==> src/rtl/dics_pkg.sv <==
// Shared types, codes and constants for the draw item cull and key sort block.
`default_nettype none

package dics_pkg;

    // Field widths
    localparam int ACTION_W   = 2;
    localparam int LAYER_W    = 4;
    localparam int ORDER_W    = 32;
    localparam int TEXTURE_W  = 28;
    localparam int TAG_W      = 32;
    localparam int COORD_W    = 32;
    localparam int STATUS_W   = 3;
    localparam int KEY_W      = 64;
    localparam int CFG_IDX_W  = 2;
    localparam int S_TDATA_W  = 224;
    localparam int M_TDATA_W  = 96;

    localparam int CAPACITY_DEF = 256;

    // Actions carried in s_tuser
    localparam logic [ACTION_W-1:0] ACT_SUBMIT = 2'd0;
    localparam logic [ACTION_W-1:0] ACT_READ   = 2'd1;
    localparam logic [ACTION_W-1:0] ACT_CLEAR  = 2'd2;
    localparam logic [ACTION_W-1:0] ACT_NONE   = 2'd3;

    // Result status carried in m_tuser
    localparam logic [STATUS_W-1:0] ST_ACCEPTED = 3'd0;
    localparam logic [STATUS_W-1:0] ST_CULLED   = 3'd1;
    localparam logic [STATUS_W-1:0] ST_FULL     = 3'd2;
    localparam logic [STATUS_W-1:0] ST_RETURNED = 3'd3;
    localparam logic [STATUS_W-1:0] ST_EMPTY    = 3'd4;

    // Configuration register indexes
    localparam logic [CFG_IDX_W-1:0] REG_CULL_MIN_X = 2'd0;
    localparam logic [CFG_IDX_W-1:0] REG_CULL_MIN_Y = 2'd1;
    localparam logic [CFG_IDX_W-1:0] REG_CULL_MAX_X = 2'd2;
    localparam logic [CFG_IDX_W-1:0] REG_CULL_MAX_Y = 2'd3;

    localparam logic signed [COORD_W-1:0] CULL_MIN_RESET = 32'sh8000_0000;
    localparam logic signed [COORD_W-1:0] CULL_MAX_RESET = 32'sh7FFF_FFFF;

    localparam logic [ORDER_W-1:0] FLIP_NEG = 32'hFFFF_FFFF;
    localparam logic [ORDER_W-1:0] FLIP_POS = 32'h8000_0000;

    typedef struct packed {
        logic signed [COORD_W-1:0] min_x;
        logic signed [COORD_W-1:0] min_y;
        logic signed [COORD_W-1:0] max_x;
        logic signed [COORD_W-1:0] max_y;
    } cull_box_t;

    // Command broadcast to every cell of the ring
    typedef struct packed {
        logic             insert;
        logic             rotate;
        logic             clear;
        logic [KEY_W-1:0] key;
        logic [TAG_W-1:0] tag;
    } cell_cmd_t;

    // Content of one cell: occupied flag, logical-start marker, key and tag
    typedef struct packed {
        logic             occ;
        logic             head;
        logic [KEY_W-1:0] key;
        logic [TAG_W-1:0] tag;
    } cell_state_t;

endpackage

`default_nettype wire

==> src/rtl/dics_cell.sv <==
// One cell of the sorted ring: holds one key and tag, shifts on insert and rotate.
`default_nettype none

module dics_cell
#(
    parameter bit IS_FIRST = 1'b0
)
(
    input  wire logic                  clk,
    input  wire logic                  rst_n,
    input  wire dics_pkg::cell_cmd_t   cmd,
    input  wire dics_pkg::cell_state_t prev_state,
    input  wire logic                  prev_gt,
    input  wire dics_pkg::cell_state_t next_state,
    output dics_pkg::cell_state_t      state,
    output logic                       gt
);

    logic                        occ_reg, occ_next;
    logic                        head_reg, head_next;
    logic [dics_pkg::KEY_W-1:0]  key_reg, key_next;
    logic [dics_pkg::TAG_W-1:0]  tag_reg, tag_next;
    logic                        take_new;
    logic                        take_prev;

    // Empty cells count as greater than any key
    assign gt        = !occ_reg || (key_reg > cmd.key);
    assign take_new  = gt && (head_reg || !prev_gt);
    assign take_prev = !head_reg && prev_gt;

    always_comb
    begin
        occ_next  = occ_reg;
        head_next = head_reg;
        key_next  = key_reg;
        tag_next  = tag_reg;
        if (cmd.clear)
        begin
            occ_next  = 1'b0;
            head_next = IS_FIRST;
        end
        else if (cmd.rotate)
        begin
            occ_next  = next_state.occ;
            head_next = next_state.head;
            key_next  = next_state.key;
            tag_next  = next_state.tag;
        end
        else if (cmd.insert)
        begin
            if (take_new)
            begin
                occ_next = 1'b1;
                key_next = cmd.key;
                tag_next = cmd.tag;
            end
            else if (take_prev)
            begin
                occ_next = prev_state.occ;
                key_next = prev_state.key;
                tag_next = prev_state.tag;
            end
        end
    end

    always_ff @(posedge clk or negedge rst_n)
    begin
        if (!rst_n)
        begin
            occ_reg  <= 1'b0;
            head_reg <= IS_FIRST;
        end
        else
        begin
            occ_reg  <= occ_next;
            head_reg <= head_next;
        end
    end

    always_ff @(posedge clk)
    begin
        key_reg <= key_next;
        tag_reg <= tag_next;
    end

    assign state = '{occ: occ_reg, head: head_reg, key: key_reg, tag: tag_reg};

endmodule

`default_nettype wire

==> config.mk <==
export PLATFORM = sky130hd
export DESIGN_NAME = dics_cell
export DESIGN_NICKNAME = d
export VERILOG_FILES = /design/src/rtl/dics_pkg.sv /design/src/rtl/dics_cell.sv
export SDC_FILE = /design/constraint.sdc
export NUM_CORES = 1
export LEC_CHECK = 0
export ABC_AREA = 1
export BUFFER_PORTS_ARGS = -buffer_cell sky130_fd_sc_hd__buf_2
export CELL_PAD_IN_SITES_DETAIL_PLACEMENT = 1
export CELL_PAD_IN_SITES_GLOBAL_PLACEMENT = 1
export CORE_AREA = 3 3 166 168
export DETAILED_ROUTE_END_ITERATION = 6
export DIE_AREA = 0 0 169 171
export PLACE_DENSITY = 0.87
export SETUP_SLACK_MARGIN = 0.1
export SLEW_MARGIN = 20
export SYNTH_ARGS = -nofsm -noshare
export SYNTH_HDL_FRONTEND = slang
export SYNTH_SLANG_ARGS = --single-unit
==> constraint.sdc <==
create_clock -name clk -period 3.7 [get_ports clk]
set_input_delay 0.185 -clock clk [delete_from_list [all_inputs] [get_ports clk]]
set_output_delay 0.185 -clock clk [all_outputs]
set_load 0.01 [all_outputs]
==> summary.md <==
| Metric | Value |
|---|---|
| Outcome | finished, final reports clean |
| Crit-path max cell delay | 730 ps |
| Max H-tree Level | 3 |
| Critical path peak fanout | 66 |
| Top cells by area, synth | edfxtp_1 39%, nand2_1 18%, ha_1 11% |
| Commonest non-fill, non-tap cell in the layout | buf_2 |
| Final Util | 37.8% |
| Reg-to-reg slack, setup | 570 ps |
| Core Box Area | 26100 um2 |
| Clock Sinks | 98 |
| Max Slew Vio Count | 0 |
| Setup Viol. Count Final | 0 |
| Drt total wl | 27800 um |
| GRT Total Usage | 18.5% |
| Top delay family on crit path | simple AND/OR/NAND/NOR gates |
| First-pass GRT wire length | 42300 um |
| Share of cells above drive strength 1 | 31.0% |
| Average cell area after synthesis | 7.24 um2 |
| Synth Cell Area | 7330 um2 |
| Peak supply drop | 0.158 mV |
| RSZ-0062 raised after global routing | false |
| Initial antenna violation count | 1 |
| Post-synth EDFFs | 96 |
| Relative slew margins | 35.1% |
| Worst hold endpoint | head_reg$_DFFE_PN0P_ |
| Vias per cell | 4.57 |
| Hold WC Path Type | primary input to register |
| Distinct cells, synth | 25 |
| Setup ws final | 574 ps |
| Dpl ws | 552 ps |
| Hold Path Origin | next_state[96] |
| Crit. End Element | register |
| Layout area overhead | 34.2% |
| Reg2reg end | tag_reg[27]$_DFFE_PP_ |
| Final period util | 84.5% |
| RePlAce Congestion | 0.857 |
| WP data required | 3670 ps |
| Mapped Cells | 1013 |
| Crit. path cell count | 14 |
| Hold Vio Cnt, Final | 0 |
| CTS resizes | 0 |
| Yosys warns | 0 |
| Cell mode on critical path | nand2_1 |
| FILL cells | 3402 |
| Clock latency on the worst-skew pair | 350 ps |
| Power density cells | 331 nW/um2 |
| Most frequent cells in the layout | 394 x buf_2, 351 x nand2_1, 174 x inv_1 |
| WP data arrival | 3100 ps |
| Starting density of the core | 28.1% |
| Register area share after synthesis | 40.0% |
| Clock transition at the registers of the reported paths | 80 ps |
| Max-cap violations | 0 |
| Total negative slack | 0 ps |
| WL per Instance | 16.0 um |
| Chip Height | 171 um |
| CTS tree | built |
| Residual DRC | 0 |
| Design area | 9840 um2 |
| Ports | 397 |
| Routed via count | 7922 |
| Worst slew pin tran | 974 ps |
| Slowest cell on the critical path | buf_4 |
| Worst Setup Start Kind | register |
| Clk buf depth | 2 |
| # rows | 59 |
| Setup Skew | 15.6 ps |
| Post-layout nets | 1754 |
| Post-synth top area share | 39.3% |
| Worst-path cell chain | ha_1, nand4_1, nor3_1, nand2_1, nand2_1, nand2_1, nand2_1, nand2_1, nand2_1, nand2_2, nand4_1, nand3_1, clkinvlp_4, buf_4 |
| Clock root buffer | clkbuf_16 |
| Async set-reset flop share out of synthesis | 2.04% |
| Register-to-Register Path Depth | 14 |
| Area post-placement | 9560 um2 |
| Post-Syn Nets | 1375 |
| Num CTS Buffers | 9 |
| Leakage | 5.49 nW |
| Post-detail-place hpwl | 22200 um |
| IO buf count | 395 |
| FF-to-FF Start | key_reg[11]$_DFFE_PP_ |
| Period minus WS final | 3130 ps |
| Critical path type | register to register |
| Yosys reg bits | 98 |
| Chip width | 169 um |
| Main flop type after synthesis | edfxtp_1 |
| Hold Path Depth | 3 |
| WP buf/inv | 2 |
| Max reg flops | 64 |
| Max Clk Rate | 320 MHz |
| Vias in the first global route | 8404 |
| Yosys top cell by area | edfxtp_1 |
| Largest net degree at the start of global routing | 75 |
| Antenna-violating nets left | 0 |
| Full die area | 28900 um2 |
| DRT Pass-1 Iters | 4 |
| Iteration-0 DRC Markers | 301 |
| Gr ovfl total | 0 |
[stage by stage]
stage | instances | hold slack, ps | power (mW)
2_1_floorplan | 1013 | -111 | 1.96
3_3_place_gp | 1715 | -28.5 | 2.32
3_5_place_dp | 1715 | -22.7 | 2.37
4_1_cts | 1732 | 44.6 | 3.32
5_1_grt | 1733 | 91.7 | 3.48
6_report | 1733 | 69.1 | 3.26
[final cells by class]
type | instances | area, um2 | area share [%]
Antenna cell | 1 | 2.50 | 0.0254
Clock buffer | 10 | 229 | 2.33
Clock inverter | 6 | 41.3 | 0.420
Inverter | 176 | 666 | 6.76
Multi-Input combinational cell | 695 | 3430 | 34.8
Sequential cell | 98 | 2930 | 29.8
Tap cell | 335 | 419 | 4.26
Timing Repair Buffer | 412 | 2120 | 21.6
[kinds of logic after synthesis]
family	Yosys count	share of synthesized area [%]
flip-flops	98	40.0
AND/OR/NAND/NOR	494	26.2
buffers and inverters	220	13.4
adder cells (fa/ha/maj)	64	10.9
AO/OA/AOI/OAI	137	9.49
[metal layers]
layer  vias to the layer above  routed length [um]  GRT usage, %
met4                         0                 916          6.81
met3                        41                2210          5.64
li1                       3920                   -             -
met2                       285               14400          34.8
met1                      3676               10300          19.3
met5                         -                   0             0
[worst min-delay path, delay by kind of cell]
| family | cells | cell delay, ps |
|---|---|---|
| AND/OR/NAND/NOR | 2 | 140 |
| buffers and inverters | 1 | 70 |
[cells in the mapped netlist (all sizes together), types with 3 or more instances]
library cell / instances
nand2: 354
inv: 176
nor2: 115
o21ai: 104
edfxtp: 96
ha: 64
buf: 32
a21oi: 29
clkbuf: 12
nand3: 11
nand4: 8
o21a: 3
[report_power, final]
group          total (mW)  switching (mW)  leakage, nW  internal [mW]
sequential           1.39          0.0433        0.950           1.34
combinational       0.942           0.562         4.41          0.380
clock               0.933           0.473        0.129          0.460
total                3.26            1.08         5.49           2.18
[worst max path at each step]
stage | to | start
2_1_floorplan | key_reg[0]$_DFFE_PP_ | key_reg[55]$_DFFE_PP_
3_3_place_gp | tag_reg[17]$_DFFE_PP_ | key_reg[47]$_DFFE_PP_
3_5_place_dp | key_reg[47]$_DFFE_PP_ | key_reg[47]$_DFFE_PP_
4_1_cts | key_reg[39]$_DFFE_PP_ | key_reg[47]$_DFFE_PP_
5_1_grt | key_reg[39]$_DFFE_PP_ | key_reg[11]$_DFFE_PP_
6_report | tag_reg[27]$_DFFE_PP_ | key_reg[11]$_DFFE_PP_
[repair_timing]
item	CTS	global route
hold buffers	1	0
hold endpoints to repair	2	0
setup buffers	0	0
(Power assumes the default switching activity.)
