### src/rtl/dics_pkg.sv
// Shared types, codes and constants for the draw item cull and key sort block.
`default_nettype none

package dics_pkg;

    // Field widths
    localparam int ACTION_W   = 2;
    localparam int LAYER_W    = 4;
    localparam int ORDER_W    = 32;
    localparam int TEXTURE_W  = 28;
    localparam int TAG_W      = 32;
    localparam int COORD_W    = 32;
    localparam int STATUS_W   = 3;
    localparam int KEY_W      = 64;
    localparam int CFG_IDX_W  = 2;
    localparam int S_TDATA_W  = 224;
    localparam int M_TDATA_W  = 96;

    localparam int CAPACITY_DEF = 256;

    // Actions carried in s_tuser
    localparam logic [ACTION_W-1:0] ACT_SUBMIT = 2'd0;
    localparam logic [ACTION_W-1:0] ACT_READ   = 2'd1;
    localparam logic [ACTION_W-1:0] ACT_CLEAR  = 2'd2;
    localparam logic [ACTION_W-1:0] ACT_NONE   = 2'd3;

    // Result status carried in m_tuser
    localparam logic [STATUS_W-1:0] ST_ACCEPTED = 3'd0;
    localparam logic [STATUS_W-1:0] ST_CULLED   = 3'd1;
    localparam logic [STATUS_W-1:0] ST_FULL     = 3'd2;
    localparam logic [STATUS_W-1:0] ST_RETURNED = 3'd3;
    localparam logic [STATUS_W-1:0] ST_EMPTY    = 3'd4;

    // Configuration register indexes
    localparam logic [CFG_IDX_W-1:0] REG_CULL_MIN_X = 2'd0;
    localparam logic [CFG_IDX_W-1:0] REG_CULL_MIN_Y = 2'd1;
    localparam logic [CFG_IDX_W-1:0] REG_CULL_MAX_X = 2'd2;
    localparam logic [CFG_IDX_W-1:0] REG_CULL_MAX_Y = 2'd3;

    localparam logic signed [COORD_W-1:0] CULL_MIN_RESET = 32'sh8000_0000;
    localparam logic signed [COORD_W-1:0] CULL_MAX_RESET = 32'sh7FFF_FFFF;

    localparam logic [ORDER_W-1:0] FLIP_NEG = 32'hFFFF_FFFF;
    localparam logic [ORDER_W-1:0] FLIP_POS = 32'h8000_0000;

    typedef struct packed {
        logic signed [COORD_W-1:0] min_x;
        logic signed [COORD_W-1:0] min_y;
        logic signed [COORD_W-1:0] max_x;
        logic signed [COORD_W-1:0] max_y;
    } cull_box_t;

    // Command broadcast to every cell of the ring
    typedef struct packed {
        logic             insert;
        logic             rotate;
        logic             clear;
        logic [KEY_W-1:0] key;
        logic [TAG_W-1:0] tag;
    } cell_cmd_t;

    // Content of one cell: occupied flag, logical-start marker, key and tag
    typedef struct packed {
        logic             occ;
        logic             head;
        logic [KEY_W-1:0] key;
        logic [TAG_W-1:0] tag;
    } cell_state_t;

endpackage

`default_nettype wire

### src/rtl/dics_cull.sv
// Cull test of a destination rectangle and sort key formation.
`default_nettype none

module dics_cull
(
    input  wire dics_pkg::cull_box_t                     box,
    input  wire logic signed [dics_pkg::COORD_W-1:0]     dest_x,
    input  wire logic signed [dics_pkg::COORD_W-1:0]     dest_y,
    input  wire logic signed [dics_pkg::COORD_W-1:0]     dest_w,
    input  wire logic signed [dics_pkg::COORD_W-1:0]     dest_h,
    input  wire logic [dics_pkg::LAYER_W-1:0]            layer,
    input  wire logic [dics_pkg::ORDER_W-1:0]            order_bits,
    input  wire logic [dics_pkg::TEXTURE_W-1:0]          texture_id,
    output logic                                         visible,
    output logic [dics_pkg::KEY_W-1:0]                   key
);

    logic signed [dics_pkg::COORD_W:0]   right_edge;
    logic signed [dics_pkg::COORD_W:0]   bottom_edge;
    logic [dics_pkg::ORDER_W-1:0]        flip;

    // Exact 33-bit sums
    assign right_edge  = {dest_x[dics_pkg::COORD_W-1], dest_x}
                       + {dest_w[dics_pkg::COORD_W-1], dest_w};
    assign bottom_edge = {dest_y[dics_pkg::COORD_W-1], dest_y}
                       + {dest_h[dics_pkg::COORD_W-1], dest_h};

    assign visible = (dest_x < box.max_x)
                  && (right_edge > $signed({box.min_x[dics_pkg::COORD_W-1], box.min_x}))
                  && (dest_y < box.max_y)
                  && (bottom_edge > $signed({box.min_y[dics_pkg::COORD_W-1], box.min_y}));

    // Flip so unsigned order follows IEEE single order
    assign flip = order_bits[dics_pkg::ORDER_W-1] ? dics_pkg::FLIP_NEG : dics_pkg::FLIP_POS;
    assign key  = {layer, order_bits ^ flip, texture_id};

endmodule

`default_nettype wire

### config.mk
export PLATFORM = sky130hd
export DESIGN_NAME = dics_cull
export DESIGN_NICKNAME = d
export VERILOG_FILES = /design/src/rtl/dics_pkg.sv /design/src/rtl/dics_cull.sv
export SDC_FILE = /design/constraint.sdc
export NUM_CORES = 1
export LEC_CHECK = 0
export ABC_AREA = 1
export BUFFER_PORTS_ARGS = -buffer_cell sky130_fd_sc_hd__buf_2
export CAP_MARGIN = 20
export CORE_AREA = 2 2 148 150
export DETAILED_ROUTE_END_ITERATION = 7
export DIE_AREA = 0 0 150 152
export PLACE_DENSITY = 0.72
export SETUP_SLACK_MARGIN = 0.15
export SLEW_MARGIN = 10
export SYNTH_ARGS = -nofsm -noshare
export SYNTH_HDL_FRONTEND = slang
export SYNTH_SLANG_ARGS = --single-unit
### constraint.sdc
create_clock -name vclk -period 7.2
set_input_delay 0.36 -clock vclk [all_inputs]
set_output_delay 0.36 -clock vclk [all_outputs]
set_load 0.01 [all_outputs]
==> flow_metrics.env, run 1 <==
export IMPL_outcome="complete, no violations"
export IMPL_avgSynthCellArea_um2=5.97
export IMPL_design_area_um2=9440
export IMPL_cp_max_fo=4
export IMPL_ioPinCount=385
export IMPL_finalSetupTns_ps=0
export IMPL_vias=9092
export IMPL_routed_wl_um=25200
export IMPL_ctsHoldBuffers=0
export IMPL_layout_min_cycle_time_ps=4100
export IMPL_yosys_warnings=0
export IMPL_multi_input_area_um2=6520
export IMPL_place_inst=1861
export IMPL_routed_wl_met2_um=11900
export IMPL_finalMaxSlewViolations=0
export IMPL_antenna_found_initial=2
export IMPL_die_w_um=150
export IMPL_post_drt_via_cell_ratio=4.88
export IMPL_cp_required_ps=6840
export IMPL_dr_pass1_iters=5
export IMPL_grt_pass1_wl_um=39800
export IMPL_power_mw=0.808
export IMPL_path_delay_family="simple AND/OR/NAND/NOR gates"
export IMPL_cts_repair_resized=0
export IMPL_period_share_pct=57.0
export IMPL_nets=2097
export IMPL_areaGrowthSynthToFinish_pct=22.0
export IMPL_fill_cells=2352
export IMPL_slew_headroom_pct=45.4
export IMPL_flops_and_latches=0
export IMPL_grt_use_total_pct=21.0
export IMPL_row_count=54
export IMPL_critPathKind="in -> out"
export IMPL_wl_per_cell_um=13.6
export IMPL_ys_seq_area_share_pct=0
export IMPL_setup_viol=0
export IMPL_num_clock_buffers=0
export IMPL_layout_commonest_cell="buf_2"
export IMPL_die_area_um2=22800
export IMPL_seq_area_um2=0
export IMPL_core_area_um2=21400
export IMPL_hpwl_um=23500
export IMPL_drtIter0Drc=409
export IMPL_gp_congestion=1.00
export IMPL_p_leak_nw=5.75
export IMPL_io_buffers=321
export IMPL_worst_path_buf_inv=3
export IMPL_path_cells="buf_2, ha_1, fa_1, nand3_1, nand2_1, a21oi_2, o21ai_2, nand2_1, nand2_2, nand3_1, nand2_1, nand2_1, nand2_1, ha_1, nand2_1, nor2_1, inv_1, nor2_1, and2b_1, nand3b_1, nand4_1, nand2_1, nor3_1, buf_2"
export IMPL_fmax_mhz=244
export IMPL_finalHoldViolCount=0
export IMPL_grt_pass1_vias=8687
export IMPL_peakVddDrop_v=0.0000417
export IMPL_topRoutingLayerUsed="met5"
export IMPL_grt_overflow=0
export IMPL_worst_slew_pin_slew_ps=819
export IMPL_cp_end_kind="output port"
export IMPL_crit_arrival_ps=3740
export IMPL_drive_above_1_share_pct=21.4
export IMPL_crit_path_max_incr_delay_ps=410
export IMPL_dieHeight_um=152
export IMPL_hold_class="in -> out"
export IMPL_p_per_area_nw_per_um2=85.7
export IMPL_syn_inst=1296
export IMPL_drc_errors=0
export IMPL_grt_setup_unrepaired="false"
export IMPL_syn_nets=1810
export IMPL_dpl_cell_area_um2=9430
export IMPL_post_cts_buffers=0
export IMPL_drt_met1_wl_um=11100
export IMPL_drv_cap=0
export IMPL_crit_slowest_cell="fa_1"
export IMPL_final_cell_mix="321 x buf_2, 283 x nand2_1, 255 x inv_1"
export IMPL_synth_area_um2=7740
export IMPL_start_util_pct=36.2
export IMPL_crit_path_frequent_cell="nand2_1"
export IMPL_wl_met3_um=1520
export IMPL_synth_cell_types=34
export IMPL_final_cell_count_no_fill=1862
export IMPL_cp_start_kind="input port"
export IMPL_hold_slack_ps=720
export IMPL_drtAntennaViolNets=0
export IMPL_grt_max_degree=33
-- synthesized netlist by cell type --
library cell	count	area, µm²
nand3b_1	3	22.5
nand2_2	2	12.5
and2b_1	1	7.51
fa_1	2	40.0
xor2_1	68	596
a41oi_1	1	8.76
ha_1	192	2400
a21oi_2	8	70.1
o21ai_2	4	35.0
nor2_1	108	405
buf_2	3	15.0
nor3_1	17	85.1
o21ai_1	3	15.0
a21boi_0	3	22.5
a21o_1	5	37.5
nor4_1	5	31.3
a211oi_1	3	22.5
a21oi_1	135	676
xnor2_1	16	140
nand2b_1	1	6.26
o21ai_0	49	245
o211a_1	1	10.0
buf_4	32	240
o2111ai_1	1	8.76
nand4_1	17	106
inv_1	255	957
a31oi_1	3	18.8
nor3_2	3	30.0
nand3_1	52	260
o21bai_1	8	60.1
o21a_1	7	52.6
clkbuf_1	1	3.75
o211ai_1	4	30.0
nand2_1	283	1060
-- through the flow --
| step | setup WS, ps | utilization [%] |
|---|---|---|
| detailed placement | 3110 | 44.2 |
| floorplan | 3730 | - |
| finish | 3100 | 44.2 |
| global placement | 3240 | 44.2 |
| global route | 2780 | 44.2 |
| CTS | 3090 | 44.2 |
-- cell type report --
class / instances / area share, %
antenna: 1 / 0.0265
tap: 280 / 3.71
multi-input combinational: 1005 / 69.1
timing repair buffer: 321 / 17.0
inverter: 255 / 10.1
-- report_power, final --
group	switching, mW	internal (mW)
clock	0	0.0000000186
sequential	0	0
combinational	0.479	0.330
-- routing by layer --
layer | vias to the layer above | global-route usage (%)
met2 | 352 | 38.1
met3 | 51 | 1.23
li1 | 4764 | -
met5 | - | 0
met1 | 3923 | 26.6
met4 | 2 | 5.57
-- path summary, 6_finish.rpt --
path,from,to,slack [ps],cells after the start
worst min-delay path,texture_id[0],key[0],720,0
worst max-delay path,dest_y[0],visible,3100,24
-- cells by family after synthesis --
| family | synth area share [%] |
|---|---|
| compound gates | 17.0 |
| simple gates | 26.2 |
| fa+ha+maj | 31.6 |
| xor+xnor | 9.51 |
| buf+inv | 15.7 |
No activity file was read; power rests on OpenSTA's default activity.
==> inputs of run 2 (changes only) <==
- PLACE_DENSITY: 0.72 -> 0.75
- clock period: 7.2 -> 3.7 ns (I/O delays scaled with it)
==> flow_metrics.env, run 2 (synthesis gave the netlist of run 1 again) <==
export IMPL_outcome="complete, no violations"
export IMPL_final_util_pct=47.1
export IMPL_layout_min_cycle_time_ps=3530
export IMPL_gp_congestion=0.930
export IMPL_p_per_area_nw_per_um2=173
export IMPL_final_cell_mix="319 x buf_2, 271 x nand2_1, 250 x inv_1"
export IMPL_crit_arrival_ps=3340
export IMPL_path_delay_family="simple AND/OR/NAND/NOR gates"
export IMPL_post_drt_via_cell_ratio=4.95
export IMPL_grt_use_total_pct=21.8
export IMPL_cp_required_ps=3510
export IMPL_period_share_pct=95.4
export IMPL_ioPinCount=385
export IMPL_drtAntennaViolNets=0
export IMPL_die_area_um2=22800
export IMPL_setup_viol=0
export IMPL_dpl_cell_area_um2=9500
export IMPL_finalSetupTns_ps=0
export IMPL_crit_slowest_cell="ha_2"
export IMPL_areaGrowthSynthToFinish_pct=30.0
export IMPL_hold_slack_ps=370
export IMPL_worst_slew_pin_slew_ps=860
export IMPL_path_cells="buf_2, ha_2, a21oi_2, nand2_2, a21oi_2, inv_1, nand3_1, nand3_1, nand3_1, nand2_1, xor2_2, ha_1, nand2_1, nor2_2, inv_1, nor2_2, and2b_1, nand3b_1, nand4_1, nand2_2, nor3_4, buf_2"
export IMPL_worst_path_buf_inv=4
export IMPL_hpwl_um=24100
export IMPL_slew_headroom_pct=42.7
export IMPL_flops_and_latches=0
export IMPL_crit_path_frequent_cell="nand3_1"
export IMPL_dieHeight_um=152
export IMPL_cp_max_fo=4
export IMPL_num_clock_buffers=0
export IMPL_peakVddDrop_v=0.0000799
export IMPL_ctsHoldBuffers=0
export IMPL_grt_pass1_vias=9045
export IMPL_dr_pass1_iters=5
export IMPL_hold_end="key[0]"
export IMPL_io_buffers=321
export IMPL_drtIter0Drc=439
export IMPL_drc_errors=0
export IMPL_crit_path_max_incr_delay_ps=330
export IMPL_drive_above_1_share_pct=28.6
export IMPL_hp_start="texture_id[0]"
export IMPL_final_cell_count_no_fill=1881
export IMPL_finalMaxSlewViolations=0
export IMPL_die_w_um=150
export IMPL_p_leak_nw=5.86
export IMPL_row_count=54
export IMPL_wl_per_cell_um=14.4
export IMPL_grt_overflow=0
export IMPL_nets=2115
export IMPL_finalWorstSetupSlack_ps=171
export IMPL_place_inst=1870
export IMPL_fmax_mhz=283
export IMPL_cp_start_kind="input port"
export IMPL_grt_max_degree=33
export IMPL_dp_slack_ps=26.0
export IMPL_hold_class="in -> out"
export IMPL_grt_pass1_wl_um=41300
export IMPL_grt_setup_unrepaired="true"
export IMPL_layout_commonest_cell="buf_2"
export IMPL_cp_end_kind="output port"
export IMPL_vias=9314
export IMPL_power_mw=1.74
export IMPL_start_util_pct=36.2
export IMPL_seq_area_um2=0
export IMPL_design_area_um2=10100
export IMPL_core_area_um2=21400
export IMPL_min_path_cells=0
export IMPL_antenna_found_initial=3
export IMPL_drv_cap=0
export IMPL_critPathKind="in -> out"
export IMPL_routed_wl_um=27100
export IMPL_finalHoldViolCount=0
[run 2: changes by cell type in the layout (fill, tap and decap cells not counted), sizes merged]
| cell | delta |
|---|---|
| diode | +1 |
| buf | +18 |
[run 2: worst max-delay path by stage]
stage,start,endpoint,slack (ps),depth (start not counted)
6_report,dest_y[2],visible,170,22
5_1_grt,dest_x[23],visible,-5,24
4_1_cts,dest_y[0],visible,160,24
3_5_place_dp,dest_x[0],visible,30,26
3_3_place_gp,dest_y[0],visible,80,24
2_1_floorplan,dest_y[0],visible,580,22
[run 2: repair_timing]
action	in CTS	in global routing
setup endpoints to repair	1	1
hold endpoints to repair	0	0
resized for setup	8	117
buffers inserted	0	9
pin swaps	3	38
[run 2: layout make-up]
cell class	count	area, µm²
inverter	255	957
fill	2226	11300
tap	280	350
antenna	2	5.00
multi-input combinational	1005	6990
timing repair buffer	339	1750
[run 2: power breakdown]
part / internal, mW / switching, mW / leakage (nW)
combinational: 0.729 / 1.01 / 5.86
sequential: 0 / 0 / 0
clock: 0.0000000723 / 0 / 0.0000127
[run 2: routing by layer]
metal | GRT usage [%] | part of all wire (%)
met1 | 26.7 | 42
met3 | 1.92 | 5.5
met5 | 0 | 0.11
met2 | 40.6 | 50
met4 | 4.67 | 2.6
